--- src/hdl/sirr_pkg.sv ---
// Shared types and constants for the downward row recurrence block.
// No dependencies; every other file in hdl/ but sirr_ram imports this package.
package sirr_pkg;

   localparam int VALUE_W  = 16;   // Q8.8 activation / Q4.12 weight
   localparam int HID_W    = 15;   // rectified hidden value, unsigned Q7.8
   localparam int CHAN_W   = 4;
   localparam int POS_FW   = 10;
   localparam int FRAC_SH  = 12;   // weight fraction bits
   localparam int PROD_W   = 32;

   localparam logic REQ_DATA   = 1'b0;
   localparam logic REQ_WEIGHT = 1'b1;

   typedef struct packed {
      logic                       req_type;
      logic [CHAN_W-1:0]          channel;
      logic [CHAN_W-1:0]          source_channel;
      logic [POS_FW-1:0]          position;
      logic                       first_row;
      logic                       row_parity;
      logic signed [VALUE_W-1:0]  value;
   } req_beat_type;

   typedef struct packed {
      logic [HID_W-1:0]   hidden_value;
      logic [CHAN_W-1:0]  out_channel;
      logic [POS_FW-1:0]  out_position;
   } rsp_beat_type;

   typedef enum logic [1:0] {
      ST_IDLE,
      ST_ISSUE,
      ST_DRAIN,
      ST_ROUND
   } ctrl_state_type;

   typedef struct packed {
      logic accept;   // take the beat on the request channel
      logic issue;    // read one weight / previous-row pair
      logic finish;   // write back and load the response register
   } ctrl_cmd_type;

   typedef struct packed {
      logic req_mac;     // in-range data beat needing the dot product
      logic req_first;   // in-range first-row data beat
      logic last_issue;  // current read is the last channel
      logic pipe_busy;   // reads or products still in flight
      logic out_free;    // response register can take a result
   } ctrl_status_type;

endpackage

--- src/hdl/sirr_ctrl.sv ---
// Sequencer for the row recurrence: accept, multiply-accumulate sweep, drain, round.
// Depends on sirr_pkg for the state, command and status types.
module sirr_ctrl (
   input  logic                      clock,
   input  logic                      reset,
   input  logic                      req_valid,
   output logic                      req_ready,
   input  sirr_pkg::ctrl_status_type status,
   output sirr_pkg::ctrl_cmd_type    cmd
);
   import sirr_pkg::*;

   ctrl_state_type state_ff, state_in;

   always_comb begin
      state_in = state_ff;
      unique case (state_ff)
         ST_IDLE: begin
            if (req_valid) begin
               if (status.req_mac) begin
                  state_in = ST_ISSUE;
               end else if (status.req_first) begin
                  state_in = ST_ROUND;
               end
            end
         end
         ST_ISSUE: begin
            if (status.last_issue) begin
               state_in = ST_DRAIN;
            end
         end
         ST_DRAIN: begin
            if (!status.pipe_busy) begin
               state_in = ST_ROUND;
            end
         end
         ST_ROUND: begin
            if (status.out_free) begin
               state_in = ST_IDLE;
            end
         end
         default: state_in = ST_IDLE;
      endcase
   end

   always_comb begin
      cmd       = '0;
      req_ready = 1'b0;
      unique case (state_ff)
         ST_IDLE: begin
            req_ready  = 1'b1;
            cmd.accept = req_valid;
         end
         ST_ISSUE: cmd.issue  = 1'b1;
         ST_DRAIN: cmd        = '0;
         ST_ROUND: cmd.finish = status.out_free;
         default:  cmd        = '0;
      endcase
   end

   always_ff @(posedge clock) begin
      if (reset) begin
         state_ff <= ST_IDLE;
      end else begin
         state_ff <= state_in;
      end
   end

   a_sweep_ends: assert property (@(posedge clock) disable iff (reset)
      (state_ff == ST_ISSUE && status.last_issue) |=> (state_ff == ST_DRAIN))
      else $error("sweep did not end after the last channel");

   a_idle_empty: assert property (@(posedge clock) disable iff (reset)
      (state_ff == ST_IDLE) |-> !status.pipe_busy)
      else $error("idle with reads or products still in flight");

endmodule

--- config.mk ---
export PLATFORM = sky130hd
export DESIGN_NAME = sirr_ctrl
export DESIGN_NICKNAME = d
export VERILOG_FILES = /design/src/hdl/sirr_pkg.sv /design/src/hdl/sirr_ctrl.sv
export SDC_FILE = /design/constraint.sdc
export NUM_CORES = 1
export LEC_CHECK = 0
export ABC_CLOCK_PERIOD_IN_PS = 2040
export BUFFER_PORTS_ARGS = -buffer_cell sky130_fd_sc_hd__buf_2
export CAP_MARGIN = 10
export CORE_AREA = 8 8 45 47
export DETAILED_ROUTE_END_ITERATION = 8
export DIE_AREA = 0 0 53 55
export GPL_ROUTABILITY_DRIVEN = 0
export REMOVE_ABC_BUFFERS = 1
export SYNTH_ARGS = -nofsm -noshare
export SYNTH_HDL_FRONTEND = slang
export SYNTH_SLANG_ARGS = --single-unit
--- constraint.sdc ---
create_clock -name clock -period 2.04 [get_ports clock]
set_clock_uncertainty 0.2 [all_clocks]
set_input_delay 0.306 -clock clock [delete_from_list [all_inputs] [get_ports clock]]
set_output_delay 0.306 -clock clock [all_outputs]
set_load 0.02 [all_outputs]
==> results list, run 1 <==
* Top flop regs: state_ff x2
* Final-report hold violation count: 0
- Across the VDD grid, the largest voltage drop is 0.409 mV.
* Number of vias in the routed layout: 201
- After global routing the overflow that remains totals 0.
- Clock root buffer: clkbuf_4
- Entering global routing, the biggest net connects 5 pins.
* Count of max-cap constraint violations: 0
* Setup-failing EPs final: 0
* Yosys reg bits: 2
- CTS max path bufs: 2
- Unique masters post-synth: 16
* Delay of the slowest cell on the worst path: 0.37 ns
- The sequential cells in the finished layout cover a total of 40.0 sq um.
- The number of antenna diodes in the final layout is 0.
- The routed design could run at a clock period as short as 1.85 ns.
- TritonCTS built the clock tree.
- Detailed Route WL: about 500 microns
* CTS H-tree depth: 1
- Count of warnings emitted by yosys: 0
- The number of global-route vias before repair is a little over 200.
- CTS Sinks: 2
- The area growth from synthesis to layout is 38.8%.
- Per-cell via count in the routed design: 3.72
- GRT Overall Usage: 0.0387
- STA puts the critical path data required time at 1.95 ns.
- The first global-routing pass estimated 807 microns of wire.
- Number of fill cells in the layout: 155
- STA classifies the critical path endpoint as a flip-flop.
- Of the cells placed in the final design, the portion with a size suffix greater than 1 is 0.553.
- In this run the most critical hold path is launched from reset.
- Arrival time of data at the critical path endpoint: 1.76 ns
- In the final routed layout, each cell accounts on average for 9.11 microns.
- In this run the tightest slew margin relative to its limit is 0.772.
- The initialized floorplan defines 14 standard-cell rows.
* Number of placed instances with taps included: 51
- Initial Util: 0.182
* Die X-Extent: around 53 microns
- Most common cell after layout, fill and taps aside: buf_2
- Worst-path cell chain: inv_1 -> ha_1 -> and2_2 -> a2111oi_4 -> mux2_4
* Sum of buffers and inverters on the critical path: 1
- The number of antenna violations at the first check in global routing came to 0.
- IO buf count: 11
- Non-filler cells, final: 54
- Clock-pin slew was measured on the worst setup and hold paths at ~0.030 ns.
- Once the clock tree was built, the resizer swapped 0 gates to a different size.
* Total die area: 0.00292 sq mm
* Minimum setup slack after placement: 0.166 ns
* Total power divided by cell area: 1260 mW/mm^2
* Number of setup buffers added after CTS: 0
- Count of antenna-violating nets left after detailed routing: 0
- Summed over all cells, the static leakage comes to 0.171 nW.
- The share of the Yosys chip area taken by registers is 0.159.
- For the worst-skew pair, the clock arrives at the later sink with an insertion delay of approximately 0.22 ns.
- The region available for standard cell placement spans 0.00138 sq mm.
* Result of the run: complete, no violations
- The cell area that synthesis handed to floorplanning was 251 sq um.
- Number of DRC markers after the initial detailed-route iteration: 4
- Hold repair after CTS inserted 0 buffers.
- Highest attainable clock frequency: 541 MHz
- Number of standard cells after synthesis: 24
* Slew at the pin with the worst max-slew slack: 0.341 ns
- Detailed Place HPWL: 437 microns
- After detailed placement, the total cell area comes to 327 sq um.
- CP Launch Type: flip-flop
* Post-route cell area: 349 sq um
* Total negative slack for setup checks: 0 ns
- Part of the cycle the worst path needs: 0.906
- Pin placement for this block handled 12 I/O pins.
- Commonest non-fill, non-tap cells in the layout: buf_2 (11), ha_1 (5), clkbuf_4 (3)
- Reg2reg setup slack: ~0.19 ns
- The first detailed-routing pass ran for 4 iterations.
- Setup slack closes at 0.192 ns.
- RSZ-0062 raised after global routing: false
- Post-layout net count: 53
- The most critical setup path has its startpoint at state_ff[0]$_SDFFE_PP0P_.
* Inserted Clock Buffers: 3
- The worst register-to-register path begins at state_ff[0]$_SDFFE_PP0P_.
- Top register by number of flip-flops: state_ff
- In this run the worst path has a maximum fanout of 4.
- Die outline height: 55 microns
* Area taken by multi-input logic gates: 204 sq um
- The final max-slew violation count came to 0.
* DR DRC count: 0
- The register with the most flip-flops in the layout has 2 of them.
- Kind of critical path: reg2reg
- The worst hold path belongs to the class in2reg.
* Avg Synthesized Cell Area: approximately 10 sq um
* CP max stage cell: dfxtp_1
- Among cell families on the critical path, the largest total delay comes from flip-flops.
power by group:
part / switching (mW) / internal [mW] / total, mW
Sequential: 0.0153 / 0.0568 / 0.0721
Combinational: 0.144 / 0.137 / 0.281
Clock: 0.0218 / 0.0648 / 0.0866
layer usage:
metal	wire length, microns	vias to the layer above	global-route usage
met5	0	-	0
met2	237	6	0.0625
met3	59	0	0.0348
li1	-	110	-
met4	0	0	0.0129
met1	196	85	0.0348
stage by stage:
stage / utilization / total power [mW] / hold slack [ns]
finish: 0.252 / 0.440 / 0.204
global placement: 0.236 / 0.358 / 0.311
detailed placement: 0.236 / 0.361 / 0.317
CTS: 0.252 / 0.456 / 0.199
global route: 0.252 / 0.486 / 0.200
floorplan: - / 0.299 / 0.282
layout make-up:
class / instances / share of cell area
clock buffers: 3 / 0.0645
repair buffers: 11 / 0.158
well taps: 16 / 0.0573
multi-input cells: 20 / 0.584
inverters: 2 / 0.0215
flip-flops and latches: 2 / 0.115
tightest hold or removal path, stage by stage:
cell	delay [ns]
buf_2	0.11
nand2b_1	0.10
mux2i_1	0.06
synth_stat cells:
cell type	instances	area [sq um]
nor2_1	1	3.75
a21oi_1	1	5.00
and2_1	2	12.5
nor2b_4	1	13.8
o21ai_2	1	8.76
and2_2	1	7.51
mux2i_1	1	10.0
a2111oi_4	1	27.5
ha_1	5	62.6
o21bai_1	1	7.51
nand2b_2	1	8.76
dfxtp_1	2	40.0
mux2_4	1	15.0
nand2b_1	2	12.5
inv_1	2	7.51
and2b_2	1	8.76
worst paths after layout:
| kind | to | depth (start not counted) |
|---|---|---|
| max | state_ff[1]$_SDFFE_PP0P_ | 5 |
| max reg2reg | state_ff[1]$_SDFFE_PP0P_ | 5 |
| min reg2reg | state_ff[0]$_SDFFE_PP0P_ | 2 |
| min | state_ff[0]$_SDFFE_PP0P_ | 3 |
cells by family after synthesis:
family / after synthesis / share of synthesized area
multiplexers: 2 / 0.0995
flip-flops: 2 / 0.159
adder cells (fa/ha/maj): 5 / 0.249
buffers and inverters: 2 / 0.0299
AO/OA/AOI/OAI: 4 / 0.194
AND/OR/NAND/NOR: 9 / 0.269
Power figures use the tool's default switching activity.
==> run 2, diff against run 1 <==
Settings changed: CAP_MARGIN 10 to unset, SETUP_SLACK_MARGIN set to 0.2.
==> run 2 against run 1 <==
Effect of this change:
- count of clock-buffer cells in the layout unchanged
- power up 6.8%
- worst hold slack worse by 0.0025 ns
- routed wire length grew 3.0%
- sequential share of layout area is 0.25 points lower
- core utilization is 1.4 points higher
- sequential cell count stayed put
- clock power about the same
- global-route usage stayed put
- non-clock buffer count increased by 2
- critical path type unchanged
- critical endpoint unchanged
==> results list, run 2 (synthesized netlist as in run 1, its figures left out) <==
* Result of the run: complete, no violations
* Part of the cycle the worst path needs: 0.880 (-0.0256)
- Ports placed on the boundary: 12 (unchanged)
- TritonCTS built the clock tree.
- Largest net degree at the start of global routing: 5 (unchanged)
- The fraction of layout cells with a size suffix above 1 came to 0.625 (+0.0724).
- Number of pins exceeding their max-slew limit in the final report: 0 (unchanged)
- The largest individual stage delay along the critical path comes from the cell a2111oi_4.
- The antenna cell count came to 0 (unchanged).
- The number of buffers on the longest clock path was 2 (unchanged).
- The number of maximum-capacitance constraint violations came to 0 (unchanged).
- The global-route total usage across every layer came to 0.0387 (unchanged).
* Placeable core area: 0.00138 sq mm (unchanged)
- IO buf count: 11 (unchanged)
* Antenna violations before repair: 0 (unchanged)
- The required time at the worst-slack endpoint was 1.95 ns (about the same).
- Largest register FFs: 2 (unchanged)
- Peak fanout along the critical path: 4 (unchanged)
* Highest attainable clock frequency: 557 MHz (+2.9%)
- Placed cell areas: 327 sq um (unchanged)
- The total die area was 0.00292 sq mm (unchanged).
- CTS Sinks: 2 (unchanged)
- The per-cell via count in the routed design was 3.71 (-0.21%).
* Layout overhead on the synthesized area: 46.3%
- The average detailed-routed wire length per instance was 9.05 microns (-0.63%).
- Top flop regs: state_ff x2
- In the layout the commonest cells are buf_2 (11), ha_1 (4), clkbuf_4 (3).
- Most common cell after layout, fill and taps aside: buf_2
- First-pass GRT wire length: 807 microns (unchanged)
* Die X-Extent: 53 microns (unchanged)
- The final wirelength is 507 microns (+3.0%).
- CTS H-tree depth: 1 (unchanged)
- CP Launch Type: flip-flop
* Setup-failing EPs final: 0 (unchanged)
- The critical path goes through inv_1 -> ha_2 -> and2_2 -> a2111oi_4 -> mux2_4.
* Leftover overflow at the end of global routing: 0 (unchanged)
- The count of hold-fix buffers inserted at cts was 0 (unchanged).
* Top register by number of flip-flops: state_ff
* Shortest clock period the worst path allows after layout: 1.80 ns (-0.0522 ns)
- The clock transition time at the flip-flop clock pins of the worst setup and hold paths was 0.03 ns (about the same).
- The worst voltage drop across the vdd grid came to 0.455 mV (+11%).
* Total negative slack for setup checks: 0 ns (unchanged)
* Total power divided by cell area: 1280 mW/mm^2 (+1.4%)
- The arrival time of data at the critical path endpoint is 1.70 ns (-0.06 ns).
- Leakage: 0.180 nW (+5.1%)
- Count of antenna-violating nets left after detailed routing: 0 (unchanged)
* Relative slew margins: 0.788 (+0.0151)
- The number of buffers created by CTS was 3 (unchanged).
- Number of DRC markers after the initial detailed-route iteration: 3 (-1)
* Detailed Place HPWL: 437 microns (unchanged)
* Standard-cell row count: 14 (unchanged)
* 1st-pass router iterations: 2 (-2)
- Clock tree synthesis selected as its root buffer the cell clkbuf_4.
* Hold/Removal Path Class: in2reg
- The net total in the final layout is 55 (+3.8%).
* Crit. End Element: flip-flop
- The critical path is of the reg2reg type.
- The via total after detailed routing came to 208 (+3.5%).
- Clock insertion delay at the later pin of the skew report: 0.22 ns (about the same)
* Delay of the slowest cell on the worst path: 0.37 ns (about the same)
* Post-route cell area: 368 sq um (+5.4%)
* Initial Util: 0.182 (unchanged)
* Via count of the first global-routing pass: 204 (unchanged)
* Die outline height: 55 microns (unchanged)
- Overall Power: 0.470 mW (+6.8%)
- Setup repair after global routing left no endpoint under its margin.
- Slew at the pin with the worst max-slew slack: 0.319 ns (-0.0226 ns)
- Final-report hold violation count: 0 (unchanged)
* DR DRC count: 0 (unchanged)
## run 2: cell types whose count changed in the layout (fill, tap and decap cells not counted), sizes merged
cell  delta
buf      +2
## run 2: cell type report
cell class,count,area [sq um]
Multi-Input combinational cell,20,206
Fill cell,157,1020
Inverter,2,7.51
Sequential cell,2,41.3
Timing Repair Buffer,13,70.1
Tap cell,16,20.0
Clock buffer,3,22.5
## run 2: critical path: cells and delay by family, from the launching register on
family	cells	cell delay [ns]
AOI/OAI and AO/OA	1	0.37
DFF	1	0.34
muxes	1	0.33
adders and majority gates	1	0.19
and+or+nand+nor	1	0.18
buffers and inverters	1	0.07
## run 2: where the power goes
group	switching, mW	internal, mW	total [mW]
Sequential	0.0152	0.0586	0.0737
Clock	0.0218	0.0648	0.0867
Combinational	0.150	0.160	0.310
## run 2: routing by layer
metal | track usage | routed length, microns
met2 | 0.0625 | 251
met4 | 0.0129 | 0
met1 | 0.0348 | 196
met5 | 0 | 0
met3 | 0.0348 | 59
## run 2: path summary, 6_finish.rpt
kind	slack (ns)	end	start	cells after the start
worst min-delay path	0.20	state_ff[0]$_SDFFE_PP0P_	reset	3
worst max register to register	0.24	state_ff[1]$_SDFFE_PP0P_	state_ff[0]$_SDFFE_PP0P_	5
worst min register to register	0.29	state_ff[0]$_SDFFE_PP0P_	state_ff[0]$_SDFFE_PP0P_	2
worst max-delay path	0.24	state_ff[1]$_SDFFE_PP0P_	state_ff[0]$_SDFFE_PP0P_	5
## run 2: per-stage QoR
step	cells	setup WS [ns]	hold slack [ns]	utilization
after floorplan	24	0.203	0.282	-
final	56	0.244	0.202	0.266
after global placement	51	0.197	0.311	0.236
after detailed placement	51	0.166	0.317	0.236
after global routing	56	0.200	0.193	0.266
after CTS	55	0.225	0.199	0.258
## run 2: timing repair
| action | in CTS | in global routing |
|---|---|---|
| endpoints found under the setup margin | 1 | 2 |
| buffers inserted | 1 | 1 |
| pin swaps | 1 | 1 |
| resized for setup | 0 | 2 |
==> run 3, diff against run 2 <==
Settings changed: PLACE_DENSITY set to 0.39.
==> run 3 against run 2 <==
Effect of this change:
- routed wire length up 16%
- combinational power shrank 5%
- worst hold slack got worse by 0.0034 ns
- sequential power increased by 14%
- final cell count decreased by 3.6%
- power decreased by 0.78%
- non-clock buffer count decreased by 2
- critical path type unchanged
- largest cell class unchanged
==> results list, run 3 (synthesized netlist as in run 1, its figures left out) <==
* Result of the run: complete, no violations
* Post-layout net count: 53 (-3.6%)
* Relative slew margins: 0.767 (-0.0209)
* DR DRC count: 0 (unchanged)
* Crit. End Element: flip-flop
* Clock Pin Slew Worst Setup and Hold Paths: 0.03 ns (about the same)
- The number of antenna violations at the first check in global routing was 0 (unchanged).
- The worst setup path is of the reg2reg kind.
- GRT Overall Usage: 0.0437 (+0.00493)
* Total negative slack for setup checks: 0 ns (unchanged)
- CTS max path bufs: 2 (unchanged)
- The arrival time of data at the critical path endpoint came to 1.69 ns (about the same).
* Inserted Diodes: 0 (unchanged)
- Count of antenna-violating nets left after detailed routing: 0 (unchanged)
* Standard-cell row count: 14 (unchanged)
- The average detailed-routed wire length per instance came to 10.9 microns (+20%).
- CTS tree: yes
* Hold/Removal Path Class: in2reg
* Area taken by multi-input logic gates: 216 sq um (+4.8%)
- Placeable core area: 0.00138 sq mm (unchanged)
- The power density relative to cell area came to 1270 mW/mm^2 (-0.44%).
* Total die area: 0.00292 sq mm (unchanged)
- Most common cell after layout, fill and taps aside: buf_2
- More flip-flops sit in one register than any other, and that register is state_ff.
* First-pass GRT wire length: 890 microns (+10%)
- Detailed Route WL: 586 microns (+16%)
- Slew at the pin with the worst max-slew slack: 0.350 ns (+0.0313 ns)
- Met3 wire len: 47 microns (-20%)
* Part of the cycle the worst path needs: 0.875 (-0.00493)
* Min-Delay Startpoint: reset
- The worst register-to-register path begins at state_ff[0]$_SDFFE_PP0P_.
* Highest attainable clock frequency: 560 MHz (+0.56%)
- The buffer count from post-CTS setup fixing is 0 (-1).
* CTS Sinks: 2 (unchanged)
* Peak fanout along the critical path: 4 (unchanged)
- Max VDD drop: 0.440 mV (-3.4%)
* RSZ-0062 raised after global routing: false
- The via total after detailed routing is 210 (+0.96%).
- The total met2 wirelength after detailed routing is 266 microns (+6.0%).
- Post-route cell area: 367 sq um (-0.34%)
- The cell area after placement came to 327 sq um (unchanged).
- The floorplan die height was 55 microns (unchanged).
- The maximum number of pins on one net before global-route repair was 5 (unchanged).
- The critical path starts at state_ff[0]$_SDFFE_PP0P_.
- M1 WL: 273 microns (+39%)
- The highest metal layer carrying signal wires in the routed design is met3.
- The number of buffers created by CTS was 3 (unchanged).
* Layout overhead on the synthesized area: 45.8%
- IO buf count: 11 (unchanged)
- The sequential cell area is 45.0 sq um (+9.1%).
- The number of flip-flops under the largest register name was 2 (unchanged).
- The die span in x was 53 microns (unchanged).
- Top flop regs: state_ff x2
- The boundary pin count was 12 (unchanged).
* Clock insertion delay at the later pin of the skew report: 0.22 ns (about the same)
- Via count of the first global-routing pass: 205 (+0.49%)
- The leakage component of the power is 0.172 nW (-4.4%).
- The maximum level of the CTS H-tree is 1 (unchanged).
- The tree is rooted in a clkbuf_4.
- Number of pins exceeding their max-slew limit in the final report: 0 (unchanged)
- The iteration count of the initial detailed-routing pass is 1 (-1).
- The number of maximum-capacitance constraint violations came to 0 (unchanged).
- The initial core utilization was 0.182 (unchanged).
- The number of violations reported at the end of detailed-routing iteration 0 came to 0 (-3).
- Shortest clock period the worst path allows after layout: 1.79 ns (-0.0101 ns)
- The number of fillers in the final layout is 167 (+6.4%).
- Final-report hold violation count: 0 (unchanged)
- The fraction of layout cells with a size suffix above 1 was 0.658 (+0.0329).
* Leftover overflow at the end of global routing: 0 (unchanged)
- Per-cell via count in the routed design: 3.89 (+4.7%)
- Commonest non-fill, non-tap cells in the layout: buf_2 (11), ha_1 (4), clkbuf_4 (3), and2_1 (2), nand2b_1 (2)
- Required time at the endpoint of the critical path: 1.95 ns (about the same)
* CP Launch Type: flip-flop
* Setup-failing EPs final: 0 (unchanged)
==> run 3: area by class of cell <==
type / count / share of cell area
multi-input cells: 20 / 0.590
repair buffers: 11 / 0.150
flip-flops and latches: 2 / 0.123
clock buffers: 3 / 0.0614
well taps: 16 / 0.0546
inverters: 2 / 0.0205
==> run 3: critical path: stages, from the launching register on <==
cell	delay (ns)
dfxtp_4	0.35
inv_2	0.06
ha_4	0.15
and2_2	0.17
a2111oi_4	0.40
mux2_4	0.33
==> run 3: repair_timing <==
item,CTS,global route
cloned,0,0
pin swaps,1,1
resized for setup,0,6
setup endpoints to repair,1,1
hold buffers,0,0
==> run 3: per-stage QoR <==
| step | worst slack, ns | total power [mW] | std cells | hold WS [ns] | utilization |
|---|---|---|---|---|---|
| final | 0.254 | 0.466 | 54 | 0.198 | 0.265 |
| after global placement | 0.197 | 0.364 | 51 | 0.306 | 0.236 |
| after global routing | 0.198 | 0.514 | 54 | 0.219 | 0.265 |
| after detailed placement | 0.185 | 0.362 | 51 | 0.314 | 0.236 |
| after CTS | 0.210 | 0.459 | 54 | 0.192 | 0.252 |
| after floorplan | 0.203 | 0.299 | 24 | 0.282 | - |
==> run 3: per-layer routing <==
metal  global-route usage  vias up
li1                     -      108
met1               0.0455       93
met2               0.0605        9
met3               0.0107        0
met4               0.0647        0
met5                    0        -
==> run 3: power breakdown <==
part / total [mW] / internal [mW] / leakage, nW / switching (mW)
Clock: 0.0873 / 0.0649 / 0.0138 / 0.0224
Sequential: 0.0840 / 0.0633 / 0.0175 / 0.0207
Combinational: 0.295 / 0.141 / 0.141 / 0.154
==> run 3: worst paths after layout <==
path | to | slack (ns) | depth (start not counted)
worst min-delay path | state_ff[0]$_SDFFE_PP0P_ | 0.20 | 3
worst max-delay path | state_ff[1]$_SDFFE_PP0P_ | 0.25 | 5
worst min register to register | state_ff[0]$_SDFFE_PP0P_ | 0.32 | 2
worst max register to register | state_ff[1]$_SDFFE_PP0P_ | 0.25 | 5
